===== config.mk =====
export PLATFORM = sky130hd
export DESIGN_NAME = lcf_mul
export DESIGN_NICKNAME = d
export VERILOG_FILES = /design/src/design/lcf_mul.sv
export SDC_FILE = /design/constraint.sdc
export NUM_CORES = 1
export LEC_CHECK = 0
export ABC_AREA = 1
export ABC_CLOCK_PERIOD_IN_PS = 7800
export BUFFER_PORTS_ARGS = -buffer_cell sky130_fd_sc_hd__buf_2
export CAP_MARGIN = 10
export CORE_AREA = 2 2 195 197
export DETAILED_ROUTE_END_ITERATION = 12
export DIE_AREA = 0 0 197 199
export PLACE_DENSITY = 0.79
export SYNTH_ARGS = -nofsm -noshare
export SYNTH_HDL_FRONTEND = slang
export SYNTH_SLANG_ARGS = --single-unit

===== constraint.sdc =====
create_clock -name clk -period 7.8 [get_ports clk]
set_input_delay 1.56 -clock clk [delete_from_list [all_inputs] [get_ports clk]]
set_output_delay 1.56 -clock clk [all_outputs]
set_load 0.01 [all_outputs]

===== src/design/lcf_mul.sv =====
// two-stage signed multiplier, wide operand cut into 32-bit partial products
module lcf_mul #(
	parameter int AW = 32,
	parameter int BW = 16
) (
	input  logic                     clk,
	input  logic                     en,
	input  logic signed [AW-1:0]     a,
	input  logic signed [BW-1:0]     b,
	output logic signed [AW+BW-1:0]  p
);

	localparam int CH  = 32;
	localparam int NC  = (AW + CH - 1) / CH;
	localparam int EW  = NC * CH;
	localparam int PPW = CH + 1 + BW;
	localparam int SW  = EW + BW + 1;

	logic signed [EW-1:0]    aext;
	logic signed [CH:0]      chunk [NC];
	logic signed [PPW-1:0]   pp_s1 [NC];
	logic signed [SW-1:0]    acc;
	logic signed [AW+BW-1:0] p_s2;

	assign aext = EW'(a);

	// low chunks are unsigned, the top one carries the sign
	always_comb begin
		for (int c = 0; c < NC; c++) begin
			if (c == NC - 1) begin
				chunk[c] = {aext[c*CH+CH-1], aext[c*CH +: CH]};
			end else begin
				chunk[c] = {1'b0, aext[c*CH +: CH]};
			end
		end
	end

	always_ff @(posedge clk) begin
		if (en) begin
			for (int c = 0; c < NC; c++) begin
				pp_s1[c] <= chunk[c] * b;
			end
		end
	end

	always_comb begin
		acc = '0;
		for (int c = 0; c < NC; c++) begin
			acc = acc + (SW'(pp_s1[c]) <<< (c * CH));
		end
	end

	always_ff @(posedge clk) begin
		if (en) begin
			p_s2 <= acc[AW+BW-1:0];
		end
	end

	assign p = p_s2;

endmodule


==> flow_metrics.py <==
metrics = {
    "clock_network": {
        "cts_hold_buffers": 0,
        "post_cts_buffers": 0,
        "numCtsBuffers": 9,
        "clock_path_buffers": 2,
        "clk_pin_slew_ps": 70,
        "cts_tree": "done",
        "cts-resized-gates": 0,
        "cts_htree_levels": 3,
        "root_buffer": "clkbuf_16",
        "cts.sinks": 96,
        "clkLatencyLatePin_ps": 350,
    },
    "synthesis": {
        "syn_area_um2": 22760,
        "ys_types": 29,
        "synth_area_per_cell_um2": 7.958,
        "synthFlopType": "edfxtp_1",
        "mappedNetlistNets": 3510,
        "synth_most_common_cell": "inv_1",
        "yosys.area.top_type": "fa_1",
        "yosys_warnings": 0,
        "ys_seq_area_share_pct": 12.67,
        "synth_edf_count": 96,
        "synthArstFlopShare_pct": 0,
        "synth_seq_cells": 96,
        "netlist_top_cells_count": "inv_1, nand2_1, fa_1",
        "syn_inst": 2860,
        "synth_top_area_share_pct": 42.75,
        "synth_area_leaders": "fa_1, inv_1, nand2_1, edfxtp_1, ha_1",
    },
    "sta": {
        "finalCritPeriodShare_pct": 93.35,
        "period_minus_slack_ps": 7281,
        "fin_setup_tns_ps": 0,
        "setup_viol": 0,
        "hold_viol": 0,
        "slew_violations": 0,
        "final.setup.worst_slack_ps": 519.1,
        "relSlewSlack_pct": 45.25,
        "timing.fmax_ghz": 0.1373,
        "worst_pin_slew_ps": 821.2,
        "rsz0062_at_grt": "false",
        "finalClockSkew_ps": 8.482,
    },
    "critical_path": {
        "critical_path_peak_fanout": 32,
        "worstPathArrival_ps": 7380,
        "crit_top_cell": "fa_1",
        "crit_family": "adder cells",
        "critPathSlowestCell": "fa_1",
        "cp_num_buf_inv": 5,
        "path_cells": "buf_2, nand2_1, inv_1, fa_1, fa_1, fa_1, fa_1, inv_1, fa_1, inv_1, fa_1, ha_1, inv_1, nor3_1, nand2_1, nor2_1, nand3_1, nand4_1, nand2_1",
        "crit_path_end_kind": "flop",
        "cp.required_ps": 7900,
        "crit_type": "in2reg",
        "start_kind": "input pin",
        "timing.critical_path.slowest_cell_delay_ps": 810,
    },
    "drt": {
        "antenna_left": 0,
        "wl_mm": 55.19,
        "num_vias": 17320,
        "wire_per_inst_um": 16.45,
        "drtIter0Drc": 1150,
        "drc": 0,
        "drt_pre_antenna_iters": 5,
        "detail_route.vias_per_cell": 5.163,
    },
    "grt": {
        "grt_max_degree": 66,
        "grt_use_total_pct": 30.42,
        "antenna_found_initial": 0,
        "globalRouteOverflowTotal": 0,
        "grt_pass1_vias": 19260,
        "grt_pass1_wl_mm": 93.29,
    },
    "floorplanning": {
        "die_h_um": 199,
        "die-width_um": 197,
        "io_pins": 98,
        "rows": 71,
        "start_util_pct": 61.29,
        "core_region_area_um2": 37130,
        "dieArea_um2": 39200,
    },
    "final_layout": {
        "area_delta_synth_final_pct": 5.112,
        "diodes": 0,
        "fin_nets": 3526,
        "multi_input_area_um2": 15990,
        "drive_above_1_share_pct": 6.907,
        "final-seq-area_um2": 2883,
        "fillCellCount": 3141,
        "finalNonFillerCells": 3355,
    },
    "place": {
        "hpwl_mm": 46.35,
        "io_buffer_count": 97,
        "gp_congestion": 0.9427,
        "post-place-ws_ps": 193.2,
        "dp.cells": 3339,
    },
    "job": {
        "drv_cap": 0,
    },
    "outcome": {
        "status": "finished clean",
    },
    "min_path": {
        "hold_class": "reg2reg",
    },
}
-- per-layer routing --
layer  GRT usage (%)  vias up  routed length, um
met5               0        -                  0
met4           11.95        0               2098
met3           3.086      150               3397
met2           56.67      698              29040
met1           36.27     8516              20650
li1                -     7958                  -
-- stage by stage --
stage	cell area [um^2]	hold slack [ps]	util, %
floorplan	22760	400.3	-
global placement	23560	402.6	63.44
detailed placement	23560	404.5	63.44
CTS	23920	419.1	64.43
global route	23920	422.4	64.43
finish	23920	417.5	64.43
-- sequential cells by signal (all words and copies together), names as in the netlist --
register / flops
pp_s1: 48
p: 48
-- cells in the final DEF, fill, tap and decap left out, drive strengths merged, types with 9 or more instances in the layout --
cell type,n
buf,110
xor2,26
edfxtp,96
nor2,103
fa,486
nor3,12
nand4,15
a21oi,27
inv,932
ha,114
clkbuf,9
nand3,56
nand2,864
-- cell type report --
cell class,count,share of cell area [%]
tap,474,2.479
sequential,96,12.05
clock buffer,9,0.9414
clock inverter,7,0.5910
inverter,932,14.62
timing repair buffer,110,2.500
multi-input combinational,1727,66.82
-- final timing paths --
path | startpoint | to | slack (ps) | depth (start not counted)
min reg2reg | pp_s1[0][11] | p[11] | 420 | 0
min | pp_s1[0][11] | p[11] | 420 | 0
max reg2reg | pp_s1[0][36] | p[36] | 7090 | 0
max | b[5] | pp_s1[0][46] | 520 | 19
-- kinds of logic after synthesis --
| logic type | share of synthesized area [%] |
|---|---|
| flops | 12.67 |
| buf+inv | 17.10 |
| compound gates | 0.9455 |
| fa+ha+maj | 49.01 |
| xor+xnor | 1.077 |
| simple gates | 19.20 |
Power is not shown: default switching activity piles up to over one toggle a cycle in this logic, so the estimate is an artifact.
